[config.mk]
export PLATFORM = sky130hd
export DESIGN_NAME = pin_entry_lockout
export DESIGN_NICKNAME = d
export VERILOG_FILES = /design/src/rtl/pel_pkg.sv /design/src/rtl/pel_match.sv /design/src/rtl/pin_entry_lockout.sv
export SDC_FILE = /design/constraint.sdc
export NUM_CORES = 1
export LEC_CHECK = 0
export ABC_CLOCK_PERIOD_IN_PS = 8000
export BUFFER_PORTS_ARGS = -buffer_cell sky130_fd_sc_hd__buf_2
export CORE_MARGIN = 5
export CORE_UTILIZATION = 55
export CTS_BUF_LIST = sky130_fd_sc_hd__clkbuf_4 sky130_fd_sc_hd__clkbuf_8 sky130_fd_sc_hd__clkbuf_16
export DETAILED_ROUTE_END_ITERATION = 10
export PLACE_DENSITY = 0.8
export SLEW_MARGIN = 20
export SYNTH_ARGS = -nofsm -noshare
export SYNTH_HDL_FRONTEND = slang
export SYNTH_SLANG_ARGS = --single-unit
[constraint.sdc]
create_clock -name clk_i -period 8 [get_ports clk_i]
set_input_delay 0.4 -clock clk_i [delete_from_list [all_inputs] [get_ports clk_i]]
set_output_delay 0.4 -clock clk_i [all_outputs]
set_load 0.01 [all_outputs]
[src/rtl/pel_pkg.sv]
`default_nettype none

package pel_pkg;

  // Entry buffer geometry
  localparam int unsigned PinCharsMax = 8;
  localparam int unsigned CharW       = 8;
  localparam int unsigned CountW      = 4;
  localparam int unsigned PinW        = PinCharsMax * CharW;

  // Configuration port
  localparam int unsigned CfgIdxW  = 2;
  localparam int unsigned CfgDataW = 64;

  localparam logic [CfgIdxW-1:0] RegStoredPin    = 2'd0;
  localparam logic [CfgIdxW-1:0] RegStoredLength = 2'd1;
  localparam logic [CfgIdxW-1:0] RegMaxFailures  = 2'd2;
  localparam logic [CfgIdxW-1:0] RegLockoutTicks = 2'd3;

  localparam logic [3:0] ResetMaxFailures = 4'd3;
  localparam logic [7:0] ResetLockTicks   = 8'd10;

  // Key codes and item kinds
  localparam logic [CharW-1:0] KeyDelete = 8'h2A;
  localparam logic [CharW-1:0] KeyEnter  = 8'h23;

  localparam logic ActKey  = 1'b0;
  localparam logic ActTick = 1'b1;

  // Result item width, padded to whole bytes
  localparam int unsigned OutDataW = 24;

  typedef logic [PinCharsMax-1:0][CharW-1:0] entry_t;

endpackage

`default_nettype wire

[src/rtl/pel_match.sv]
`default_nettype none

module pel_match (
  input  wire pel_pkg::entry_t                   entry_i,
  input  wire logic [pel_pkg::CountW-1:0]        count_i,
  input  wire logic [pel_pkg::PinW-1:0]          pin_i,
  input  wire logic [pel_pkg::CountW-1:0]        len_i,
  output logic                                   match_o
);

  logic [pel_pkg::PinCharsMax-1:0] byte_ok;

  // Compare each entered byte with its reference byte; unused slots pass
  always_comb begin
    for (int i = 0; i < pel_pkg::PinCharsMax; i++) begin
      byte_ok[i] = (pel_pkg::CountW'(i) >= count_i) ||
                   (entry_i[i] == pin_i[i*pel_pkg::CharW +: pel_pkg::CharW]);
    end
  end

  assign match_o = (count_i == len_i) && (&byte_ok);

endmodule

`default_nettype wire

[src/rtl/pin_entry_lockout.sv]
// An accepted input item waits in the input register, then its result item waits
// in the result register. Throughput: one item per cycle while m_axis_tready
// holds; the entry, failure and lockout state is updated as the item moves across.
// Reset (rst_ni low, asynchronous): entry, counters and granted flag clear;
// stored PIN and length clear, max failures 3, lockout ticks 10.
`default_nettype none

module pin_entry_lockout (
  input  wire logic                              clk_i,
  input  wire logic                              rst_ni,

  input  wire logic                              s_axis_tvalid,
  output logic                                   s_axis_tready,
  input  wire logic [pel_pkg::CharW-1:0]         s_axis_tdata,  // [7:0] key_code
  input  wire logic                              s_axis_tuser,  // [0] action

  output logic                                   m_axis_tvalid,
  input  wire logic                              m_axis_tready,
  // [0] granted, [1] fail_event, [2] locked, [10:3] lock_remaining,
  // [14:11] entered_length, [18:15] failure_count, [23:19] zero
  output logic [pel_pkg::OutDataW-1:0]           m_axis_tdata,

  input  wire logic                              cfg_valid_i,
  output logic                                   cfg_ready_o,
  input  wire logic [pel_pkg::CfgIdxW-1:0]       cfg_index_i,
  input  wire logic [pel_pkg::CfgDataW-1:0]      cfg_data_i
);

  // Configuration registers
  logic [pel_pkg::PinW-1:0]   pin_q;
  logic [pel_pkg::CountW-1:0] pin_len_q;
  logic [3:0]                 max_fail_q;
  logic [7:0]                 lock_ticks_q;

  // Input register
  logic                       in_vld_q;
  logic                       in_act_q;
  logic [pel_pkg::CharW-1:0]  in_key_q;

  // Block state
  pel_pkg::entry_t            entry_q, entry_d;
  logic [pel_pkg::CountW-1:0] entry_cnt_q, entry_cnt_d;
  logic [3:0]                 fail_cnt_q, fail_cnt_d;
  logic [7:0]                 lock_cnt_q, lock_cnt_d;
  logic                       granted_q, granted_d;
  logic                       fail_evt_d;

  // Result register
  logic                       out_vld_q;
  logic [pel_pkg::OutDataW-1:0] out_data_q;

  logic                       advance;
  logic                       match;
  logic [3:0]                 fail_inc;
  logic [2:0]                 last_idx;
  logic [2:0]                 next_idx;

  assign cfg_ready_o   = 1'b1;
  assign advance       = in_vld_q && (!out_vld_q || m_axis_tready);
  assign s_axis_tready = !in_vld_q || advance;
  assign m_axis_tvalid = out_vld_q;
  assign m_axis_tdata  = out_data_q;

  // Take configuration writes
  always_ff @(posedge clk_i or negedge rst_ni) begin
    if (!rst_ni) begin
      pin_q        <= '0;
      pin_len_q    <= '0;
      max_fail_q   <= pel_pkg::ResetMaxFailures;
      lock_ticks_q <= pel_pkg::ResetLockTicks;
    end else if (cfg_valid_i && cfg_ready_o) begin
      case (cfg_index_i)
        pel_pkg::RegStoredPin:    pin_q        <= cfg_data_i;
        pel_pkg::RegStoredLength: pin_len_q    <= cfg_data_i[pel_pkg::CountW-1:0];
        pel_pkg::RegMaxFailures:  max_fail_q   <= cfg_data_i[3:0];
        pel_pkg::RegLockoutTicks: lock_ticks_q <= cfg_data_i[7:0];
        default: ;
      endcase
    end
  end

  // Capture the input item
  always_ff @(posedge clk_i or negedge rst_ni) begin
    if (!rst_ni) begin
      in_vld_q <= 1'b0;
    end else if (s_axis_tready) begin
      in_vld_q <= s_axis_tvalid;
    end
  end

  always_ff @(posedge clk_i) begin
    if (s_axis_tvalid && s_axis_tready) begin
      in_act_q <= s_axis_tuser;
      in_key_q <= s_axis_tdata;
    end
  end

  pel_match u_match (
    .entry_i (entry_q),
    .count_i (entry_cnt_q),
    .pin_i   (pin_q),
    .len_i   (pin_len_q),
    .match_o (match)
  );

  assign fail_inc = (fail_cnt_q == 4'hF) ? 4'hF : fail_cnt_q + 4'd1;
  assign last_idx = 3'(entry_cnt_q - 4'd1);
  assign next_idx = entry_cnt_q[2:0];

  // Work out the next state for the held item
  always_comb begin
    entry_d     = entry_q;
    entry_cnt_d = entry_cnt_q;
    fail_cnt_d  = fail_cnt_q;
    lock_cnt_d  = lock_cnt_q;
    granted_d   = granted_q;
    fail_evt_d  = 1'b0;
    if (!granted_q) begin
      if (in_act_q == pel_pkg::ActTick) begin
        if (lock_cnt_q != 8'd0) begin
          lock_cnt_d = lock_cnt_q - 8'd1;
          if (lock_cnt_q == 8'd1) begin
            fail_cnt_d = 4'd0;
          end
        end
      end else if (lock_cnt_q == 8'd0) begin
        if (in_key_q == pel_pkg::KeyDelete) begin
          if (entry_cnt_q != 4'd0) begin
            entry_cnt_d       = entry_cnt_q - 4'd1;
            entry_d[last_idx] = '0;
          end
        end else if (in_key_q == pel_pkg::KeyEnter) begin
          if (match) begin
            granted_d = 1'b1;
          end else begin
            fail_evt_d  = 1'b1;
            entry_cnt_d = '0;
            entry_d     = '0;
            fail_cnt_d  = fail_inc;
            if (fail_inc >= max_fail_q) begin
              lock_cnt_d = lock_ticks_q;
              if (lock_ticks_q == 8'd0) begin
                fail_cnt_d = 4'd0;
              end
            end
          end
        end else if (entry_cnt_q < pel_pkg::CountW'(pel_pkg::PinCharsMax)) begin
          entry_d[next_idx] = in_key_q;
          entry_cnt_d       = entry_cnt_q + 4'd1;
        end
      end
    end
  end

  // Advance the state when the item moves to the result register
  always_ff @(posedge clk_i or negedge rst_ni) begin
    if (!rst_ni) begin
      entry_q     <= '0;
      entry_cnt_q <= '0;
      fail_cnt_q  <= '0;
      lock_cnt_q  <= '0;
      granted_q   <= 1'b0;
    end else if (advance) begin
      entry_q     <= entry_d;
      entry_cnt_q <= entry_cnt_d;
      fail_cnt_q  <= fail_cnt_d;
      lock_cnt_q  <= lock_cnt_d;
      granted_q   <= granted_d;
    end
  end

  // Hold the result item until taken
  always_ff @(posedge clk_i or negedge rst_ni) begin
    if (!rst_ni) begin
      out_vld_q <= 1'b0;
    end else if (advance) begin
      out_vld_q <= 1'b1;
    end else if (m_axis_tready) begin
      out_vld_q <= 1'b0;
    end
  end

  always_ff @(posedge clk_i) begin
    if (advance) begin
      out_data_q <= {5'd0, fail_cnt_d, entry_cnt_d, lock_cnt_d,
                     (lock_cnt_d != 8'd0), fail_evt_d, granted_d};
    end
  end

`ifndef ASSERT_OFF
  // Access, once granted, stays granted
  a_granted_sticky: assert property (@(posedge clk_i) disable iff (!rst_ni)
    granted_q |=> granted_q)
    else $error("granted flag dropped");

  // A lockout only follows a failed submission, which empties the entry
  a_locked_empty: assert property (@(posedge clk_i) disable iff (!rst_ni)
    (lock_cnt_q != 8'd0) |-> (entry_cnt_q == 4'd0))
    else $error("entry not empty while locked");

  // A failure result reports an empty entry
  a_fail_clears: assert property (@(posedge clk_i) disable iff (!rst_ni)
    (out_vld_q && out_data_q[1]) |-> (out_data_q[14:11] == 4'd0))
    else $error("failed submission left characters");

  // Access is never granted during a lockout
  a_grant_unlocked: assert property (@(posedge clk_i) disable iff (!rst_ni)
    $rose(granted_q) |-> (lock_cnt_q == 8'd0))
    else $error("granted while locked");
`endif

endmodule

`default_nettype wire

# Yosys cells after proc, flatten, opt, wreduce, memory -nomap -nowiden
# Index checks and enable logic that the tools add are counted.
# word_totals
register_bits,191
latch_bits,0
ramBits,0
rom_bits,0
out_inout_bits,27
memories,0
# classes
add_sub_neg,4
multipliers,0
n_div,0
order_cmp,14
n_eq_ne,18
n_shift,0
mux,46
n_bitwise,6
reduce_logical,32
# op_table
cell,count
$mux W64,5
$mux W8,10
$mux W4,19
$and A64 B64 Y64,1
$bwmux W64,1
$eq A8 B8 Y1,8
$not A64 Y64,1
$demux W8 S3,2
$eq A8 B6 Y1 const B,2
$ge A3 B4 Y1 const A,4
$logic_not A8 Y1,2
$reduce_bool A8 Y1,2
$logic_or A1 B1 Y1,10
$mux W1,9
$add A4 B1 Y4 const B,2
$eq A8 B1 Y1 const B,1
$ge A1 B4 Y1 const A,2
$ge A2 B4 Y1 const A,2
$lt A3 B4 Y1 const B,2
$reduce_and A2 Y1,4
$reduce_and A8 Y1,1
$sub A8 B1 Y8 const B,1
$reduce_and A7 Y1,1
$ge A3 B1 Y1 const B,2
other kinds (17),26

# Logic depth before layout (Yosys ltp)
# Gate-level depths: netlist (run 1).
# depth
ltp_word,11
depth_mapped,14
mapped_depth_nobuf,13

# Modules after synthesis
# A second synthesis (run 1) with hierarchy kept.
# hier_totals
hier_cells,712
area_unflattened_um2,9073.7
# by_module_without_submodules
mod,instances,cells_per_inst,area_per_inst_um2,seq_area_each_um2
pin_entry_lockout,1,610,8267.9,4924.7
pel_match,1,102,805.8,0.0

# Least setup slack after synthesis (run 1)
# OpenSTA, ideal clock, no wires.
# synth_path
path_type,reg-to-reg
from,register fail_cnt_q[0]
to,"register out_data_q, in the netlist m_axis_tdata[2], data pin"
t_arrival_ns,2.762
path_slack_ns,4.975
stages_incl_launch_ff,14
path_buffers,0
period_less_slack_ns,3.025
cell_sequence,dfrtp_1 -> ha_1 -> nand3_1 -> nand2_1 -> inv_1 -> ha_1 -> nand2b_1 -> a21o_1 -> a21o_1 -> a21oi_1 -> nor3_1 -> a221o_1 -> a21o_1 -> a2111o_1
# synth_between
elab_chain_cells,11
word_cells_on_any_way,12
# synth_rtl
item,line_no,rtl
"start, declared",pin_entry_lockout.sv:43,"logic [3:0] fail_cnt_q, fail_cnt_d;"
"start signal, assigned",pin_entry_lockout.sv:166,fail_cnt_q <= fail_cnt_d;
$add A4 B1 Y4 / $eq A4 B4 Y1 (equally long branches),pin_entry_lockout.sv:106,assign fail_inc = (fail_cnt_q == 4'hF) ? 4'hF : fail_cnt_q + 4'd1;
$mux W4 *,pin_entry_lockout.sv:106,
$ge A4 B4 Y1 *,pin_entry_lockout.sv:140,if (fail_inc >= max_fail_q) begin
$mux W8 *,pin_entry_lockout.sv:140,
$mux W8 *,pin_entry_lockout.sv:133,if (match) begin
$mux W8 *,pin_entry_lockout.sv:132,end else if (in_key_q == pel_pkg::KeyEnter) begin
$mux W8 *,pin_entry_lockout.sv:127,if (in_key_q == pel_pkg::KeyDelete) begin
$mux W8 *,pin_entry_lockout.sv:126,end else if (lock_cnt_q == 8'd0) begin
$mux W8 *,pin_entry_lockout.sv:119,if (in_act_q == pel_pkg::ActTick) begin
$mux W8 *,pin_entry_lockout.sv:118,if (!granted_q) begin
named net lock_cnt_d[0],pin_entry_lockout.sv:44,"logic [7:0] lock_cnt_q, lock_cnt_d;"
$reduce_bool A8 Y1 *,pin_entry_lockout.sv:186,"(lock_cnt_d != 8'd0), fail_evt_d, granted_d};"
"end signal, assigned",pin_entry_lockout.sv:185,"out_data_q <= {5'd0, fail_cnt_d, entry_cnt_d, lock_cnt_d,"
"end, declared",pin_entry_lockout.sv:50,logic [pel_pkg::OutDataW-1:0] out_data_q;
# Mark *: on every way through the listed nets, which the timed path passes. The rest lies on a longest branch.
# A chain may end at the register's enable or synchronous reset.

# Final worst setup path (run 1)
# layout_path
from,register entry_cnt_q[0] in the netlist's numbering
to,register entry_q[17] in the netlist's numbering
# layout_between
elab_chain_cells,9
word_cells_on_any_way,43
# layout_rtl
item,line_no,rtl
"start, declared",pin_entry_lockout.sv:42,"logic [pel_pkg::CountW-1:0] entry_cnt_q, entry_cnt_d;"
"start signal, assigned",pin_entry_lockout.sv:165,entry_cnt_q <= entry_cnt_d;
$sub A4 B1 Y4,-,
$lt A3 B4 Y1 (implied by the code) / $ge A3 B1 Y1 (equally long branches),pin_entry_lockout.sv:130,entry_d[last_idx] = '0;
$logic_and A1 B1 Y1 (implied by the code),pin_entry_lockout.sv:130,
$mux W8 (implied by the code),pin_entry_lockout.sv:130,
$demux W8 S3,pin_entry_lockout.sv:130,
$not A64 Y64 (no source line),-,
$and A64 B64 Y64 (no source line),-,
$mux W64,pin_entry_lockout.sv:128,if (entry_cnt_q != 4'd0) begin
$mux W64,pin_entry_lockout.sv:127,
"end signal, assigned",pin_entry_lockout.sv:164,entry_q <= entry_d;
"end, declared",pin_entry_lockout.sv:41,"pel_pkg::entry_t entry_q, entry_d;"
# Several ways; a longest one is shown, not always the timed one. The select of a mux whose other input is x is not followed.

==> results of run 1 <==
[kinds of logic after synthesis]
group / Yosys count / synth area share (%)
DFF: 191 / 54.7
and+or+nand+nor: 164 / 10.6
AOI/OAI and AO/OA: 146 / 12.3
muxes: 88 / 11.0
xor gates and xnor gates: 69 / 6.72
buffers and inverters: 59 / 2.95
adders and majority gates: 12 / 1.67
other: 2 / 0.0835
[routing by layer]
layer / vias up / track usage [%] / part of all wire, %
li1: 2868 / - / -
met5: - / 0 / 0
met3: 52 / 4.43 / 6.7
met1: 3008 / 29.1 / 42
met4: 0 / 9.50 / 3.5
met2: 232 / 35.0 / 48
[power by group through the flow]
| stage | combinational, mW | sequential [mW] | clock, mW |
|---|---|---|---|
| floorplan | 0.294 | 1.21 | 0 |
| global placement | 0.377 | 1.23 | 0 |
| detailed placement | 0.391 | 1.23 | 0 |
| CTS | 0.396 | 1.21 | 0.848 |
| global route | 0.442 | 1.23 | 0.892 |
| finish | 0.393 | 1.22 | 0.838 |
[flip-flops by register name, indices dropped and copies added, names as in the netlist, 4 cells and up]
| register | flops |
|---|---|
| entry_q | 64 |
| pin_q | 64 |
| m_axis_tdata | 19 |
| in_key_q | 8 |
| lock_cnt_q | 8 |
| lock_ticks_q | 8 |
| entry_cnt_q | 4 |
| fail_cnt_q | 4 |
| max_fail_q | 4 |
| pin_len_q | 4 |
[Yosys cell counts (3+ instances only)]
cell type / number / area share [%]
a21o_1: 10 / 0.83
a21oi_1: 13 / 0.72
a22o_1: 10 / 0.97
a31oi_1: 7 / 0.49
buf_2: 5 / 0.28
buf_4: 6 / 0.50
clkbuf_1: 24 / 1.0
dfrtp_1: 159 / 44
dfstp_2: 4 / 1.2
edfxtp_1: 28 / 9.3
ha_1: 12 / 1.7
inv_1: 18 / 0.75
mux2_2: 85 / 11
mux2i_1: 3 / 0.33
nand2_1: 30 / 1.3
nand2b_1: 6 / 0.42
nand3_1: 17 / 0.95
nand3b_1: 6 / 0.50
nand4_1: 17 / 1.2
nor2_1: 25 / 1.0
nor2b_1: 4 / 0.28
nor3_1: 10 / 0.56
nor3b_1: 4 / 0.33
nor4_1: 10 / 0.70
o211ai_1: 6 / 0.50
o21ai_0: 19 / 1.1
o21ai_1: 3 / 0.17
o22ai_1: 12 / 0.83
o2bb2ai_1: 57 / 5.5
or2_2: 7 / 0.49
or3_1: 10 / 0.70
or4_1: 3 / 0.25
xnor2_1: 65 / 6.3
xor2_1: 4 / 0.39
[worst max-delay path, delay by kind of cell (launching register included)]
family                     cells  cell delay [ns]
DFF                            1             0.57
AOI/OAI and AO/OA              3             1.19
and+or+nand+nor                4             1.29
buffers and inverters          1             0.26
adders and majority gates      1             0.31
[layout make-up]
class / count / area share (%)
clock buffer: 20 / 4.45
clock inverter: 12 / 1.31
inverter: 20 / 0.735
multi-input combinational: 485 / 37.5
sequential: 191 / 48.2
tap: 216 / 2.65
timing repair buffer: 103 / 5.18
[path summary, 6_finish.rpt]
check | from | end
worst min-delay path | rst_ni | lock_cnt_q[4]
max in group asynchronous | rst_ni | entry_q[50]
worst min register to register | in_vld_q | m_axis_tvalid
worst max register to register | entry_cnt_q[0] | entry_q[17]
worst max-delay path | entry_cnt_q[0] | entry_q[17]
min in group clk_i | s_axis_tdata[4] | in_key_q[4]
[per-stage QoR]
stage	instance area, µm²	utilization (%)	hold WS, ns	power, mW
3_5_place_dp	9630	60.4	0.479	1.62
3_3_place_gp	9630	60.4	0.466	1.60
5_1_grt	10200	64.1	0.106	2.57
4_1_cts	10200	64.1	0.0551	2.46
2_1_floorplan	9010	-	0.104	1.50
6_report	10200	64.1	0.0251	2.45
[layout by cell type (no fill, tap or decap), types with 18 or more instances in the layout]
master     instances
dfrtp_1          159
buf_2             99
mux2_2            85
xnor2_1           65
o2bb2ai_1         57
nand2_1           30
edfxtp_1          28
nor2_1            25
o21ai_0           19
inv_1             18
==> reports/qor.yml, run 1 <==
outcome:
  status: "finished, final reports clean"
setup_path:
  ff2ff_path_depth: 9
  cp-end-kind: "register"
  r2r_slack_ns: 4.28
  critPathKind: "reg2reg"
  crit_path_cell_trace: "clkinv_1 -> ha_1 -> nor2b_1 -> o22ai_1 -> nand3_1 -> or4_1 -> o21ai_1 -> or3_1 -> o2bb2ai_1"
  crit_slowest_cell: "o21ai_1"
  crit_required_ns: 8.34
  slowest_delay_ns: 0.88
  startpoint_type: "register"
  cp_max_fo: 16
  arrival_ns: 4.07
power:
  intPower_mw: 1.80
  power.share.clock_pct: 34.2
  combPwrFrac_pct: 16.1
  netSwitchingFraction_pct: 26.6
  leakage_nw: 4.30
  p_per_area_mw_per_mm2: 240
  p_sw_uw: 651
  pwr-share-seq_pct: 49.7
  ir_drop_uv: 161
clocking:
  ctsLongestPathBuffers: 2
  cts.clk_slew.worst_paths_ns: 0.07
  cts_resized: 0
  clkLatencyLatePin_ns: 0.44
  htreeDepth: 4
  cts-hold-fix-buffers: 0
  post-cts-setup-buffers: 0
  clock-sinks: 191
  cts_tree: "done"
  root_buffer: "clkbuf_16"
  cts_buffers: 17
final_layout:
  final_cells: 1047
  area_delta_synth_final_pct: 13.5
  nFillCells: 1219
  drive_above_1_share_pct: 29.2
  seq_area_mm2: 0.00492
  multi_input_area_mm2: 0.00383
  finalNetCount: 910
  diodes: 0
drt:
  drtIter0Drc: 507
  drcViolationCount: 0
  drt_pass1_iterations: 5
  postRouteAntennaNets: 0
  drt-wirelength-per-cell_um: 18.8
  num_vias: 6160
  totalWireLength_mm: 19.7
  vias_per_cell: 5.88
placement:
  dp_hpwl_mm: 13.7
  gp_congestion: 0.875
  port_buffers: 100
  dp_cells: 1015
  pre_cts_ws_ns: 4.43
yosys:
  synth_area_mm2: 0.00900
  ys.flop_type: "dfrtp_1"
  synth_cell_types: 59
  seq_area_frac_synth_pct: 54.7
  ys_ff_latch: 191
  synth-async-reset-ratio_pct: 85.3
  syn_area_per_cell_um2: 12.3
  synth_edf_count: 28
  synth_cells: 731
  yosysWarnings: 0
die:
  fp.dieW_um: 138
  coreArea_mm2: 0.0159
  start_util_pct: 56.4
  dieHeight_um: 138
  ios: 107
  dieArea_mm2: 0.0190
  rows: 46
timing:
  max_freq_ghz: 0.269
  tns_ns: 0
  hold_viol: 0
  layout_setup_ws_ns: 4.28
  max_slew_margin_pct: 29.9
  clock_skew_ns: 0.0185
  fin_crit_ns: 3.72
  drv_slew: 0
  fin_crit_sh_pct: 46.5
  worst_pin_slew_ns: 1.04
  finalSetupViolCount: 0
  rsz0062_at_grt: "no"
hold_path:
  hp-class: "in2async"
global_routing:
  grt_max_degree: 91
  overflow: 0
  grt_pass1_vias: 6287
  grt_pass1_wl_mm: 32.0
  antenna_found_initial: 0
  gr-usage-all-layers_pct: 21.8
run:
  drv_cap: 0
Power figures use the tool's default switching activity.
==> run 2, diff against run 1 <==
Settings changed: ABC_CLOCK_PERIOD_IN_PS 8000 to 3900.
Clock period 8 ns to 3.9 ns, I/O delays scaled along.
==> reports/qor.yml, run 2 (synthesis gave the netlist of run 1 again) <==
power:
  power.share.clock_pct: 33.5  # was 34.2%
  combPwrFrac_pct: 17.2  # was 16.1%
  leakage_nw: 4.62  # was 4.30 nW
  p_sw_mw: 1.45  # was 651 µW
  netSwitchingFraction_pct: 28.7  # was 26.6%
  intPower_mw: 3.62  # was 1.80 mW
  power_mw: 5.07  # was 2.45 mW
  ir_drop_uv: 352  # was 161 µV
  p_per_area_mw_per_mm2: 461  # was 240 mW/mm²
  pwr-share-seq_pct: 49.3  # was 49.7%
clocking:
  clkLatencyLatePin_ns: 0.45  # was 0.44 ns
  post-cts-setup-buffers: 0  # unchanged
  ctsLongestPathBuffers: 2  # unchanged
  htreeDepth: 4  # unchanged
  clock-sinks: 191  # unchanged
  cts_buffers: 17  # unchanged
  cts.clk_slew.worst_paths_ns: 0.07  # about the same
  root_buffer: "clkbuf_16"  # unchanged
  cts_tree: "done"  # unchanged
drt:
  totalWireLength_mm: 21.0  # was 19.7 mm
  drtIter0Drc: 451  # was 507
  num_vias: 6485  # was 6160
  drcViolationCount: 0  # unchanged
  postRouteAntennaNets: 0  # unchanged
  drt_pass1_iterations: 5  # unchanged
  drt-wirelength-per-cell_um: 18.7  # was 18.8 µm
  vias_per_cell: 5.77  # was 5.88
hold_path:
  hp-start: "cfg_data_i[5]"
  holdPathStages: 2
  hp-class: "in2reg"  # was in2async
  hold_end: "lock_ticks_q[5]"
final_layout:
  layout_common_cells: "dfrtp_1 (159), buf_2 (99), mux2_2 (85)"  # unchanged
  final_core_util_pct: 68.9  # was 64.1%
  area_delta_synth_final_pct: 22.1  # was 13.5%
  finalNetCount: 986  # was 910
  final_common_cell: "dfrtp_1"  # unchanged
  diodes: 0  # unchanged
  drive_above_1_share_pct: 27.5  # was 29.2%
timing:
  hold_viol: 0  # unchanged
  whs_ns: 0.0164  # was 0.0251 ns
  drv_slew: 0  # unchanged
  fin_crit_sh_pct: 85.0  # was 46.5%
  fin_crit_ns: 3.32  # was 3.72 ns
  max_slew_margin_pct: 41.3  # was 29.9%
  worst_pin_slew_ns: 0.881  # was 1.04 ns
  max_freq_ghz: 0.302  # was 0.269 GHz
  rsz0062_at_grt: "no"  # unchanged
  clock_skew_ns: 0.0107  # was 0.0185 ns
  finalSetupViolCount: 0  # unchanged
  tns_ns: 0  # unchanged
placement:
  dp_hpwl_mm: 13.6  # was 13.7 mm
  gp_congestion: 0.926  # was 0.875
  port_buffers: 100  # unchanged
die:
  ios: 107  # unchanged
  rows: 46  # unchanged
  dieArea_mm2: 0.0190  # unchanged
  fp.dieW_um: 138  # unchanged
  coreArea_mm2: 0.0159  # unchanged
  dieHeight_um: 138  # unchanged
  start_util_pct: 56.4  # unchanged
global_routing:
  grt_pass1_wl_mm: 33.7  # was 32.0 mm
  grt_max_degree: 108  # was 91
  antenna_found_initial: 0  # unchanged
  overflow: 0  # unchanged
  grt_pass1_vias: 6530  # was 6287
  gr-usage-all-layers_pct: 23.1  # was 21.8%
setup_path:
  arrival_ns: 3.63  # was 4.07 ns
  r2r_start: "entry_cnt_q[0]"  # unchanged
  cp_max_fo: 16  # unchanged
  startpoint_type: "register"  # unchanged
  cp-end-kind: "register"  # unchanged
  critPathKind: "reg2reg"  # unchanged
  crit_required_ns: 4.22  # was 8.34 ns
  r2r_slack_ns: 0.58  # was 4.28 ns
  reg2reg_to: "entry_q[22]"  # was entry_q[17]
  ff2ff_path_depth: 10  # was 9
run:
  drv_cap: 0  # unchanged
outcome:
  status: "finished, final reports clean"  # unchanged
## run 2: stage by stage
stage	instances	worst slack (ns)	area, µm²
3_3_place_gp	1020	0.747	9680
6_report	1123	0.583	11000
4_1_cts	1122	0.637	11000
5_1_grt	1123	0.345	11000
2_1_floorplan	735	0.875	9010
3_5_place_dp	1020	0.683	9680
## run 2: final cells by class
type                            count  area [µm²]
Clock inverter                     14         148
Sequential cell                   191        4920
Multi-Input combinational cell    485        3830
Timing Repair Buffer              179        1310
Fill cell                        1130        4960
Clock buffer                       18         433
Inverter                           20        75.1
Tap cell                          216         270
## run 2: power by group through the flow
stage	Combinational [mW]	Sequential, mW	Clock, mW
CTS	0.866	2.49	1.73
finish	0.871	2.50	1.70
detailed placement	0.803	2.53	0
global route	0.959	2.52	1.80
global placement	0.777	2.52	0
floorplan	0.604	2.47	0
## run 2: timing repair
action	in CTS	in global routing
hold buffers	70	0
gates resized for setup	0	0
hold endpoints to repair	173	0
## run 2: worst max path at each step
stage | endpoint | slack, ns | startpoint | cells after the start
2_1_floorplan | m_axis_tdata[2] | 0.88 | fail_cnt_q[0] | 13
3_3_place_gp | m_axis_tdata[2] | 0.75 | entry_cnt_q[0] | 9
3_5_place_dp | m_axis_tdata[2] | 0.68 | fail_cnt_q[0] | 13
4_1_cts | entry_q[16] | 0.64 | entry_cnt_q[0] | 10
5_1_grt | entry_q[19] | 0.35 | entry_cnt_q[0] | 10
6_report | entry_q[22] | 0.58 | entry_cnt_q[0] | 10
## run 2: worst max-delay path: stages, from the launching register on
cell       delay [ns]
dfrtp_1          0.66
clkinv_1         0.38
ha_1             0.38
inv_1            0.09
o21ai_0          0.08
a21oi_1          0.16
or4_1            0.38
o21ai_1          0.15
buf_4            0.20
or3_1            0.52
o2bb2ai_1        0.18
## run 2: metal layers
metal / vias to the layer above / GRT usage [%] / wire length, µm
met5: - / 0 / 0
met4: 0 / 6.70 / 444
met3: 42 / 5.88 / 1330
met2: 237 / 37.5 / 10300
met1: 3190 / 31.0 / 8930
li1: 3016 / - / -
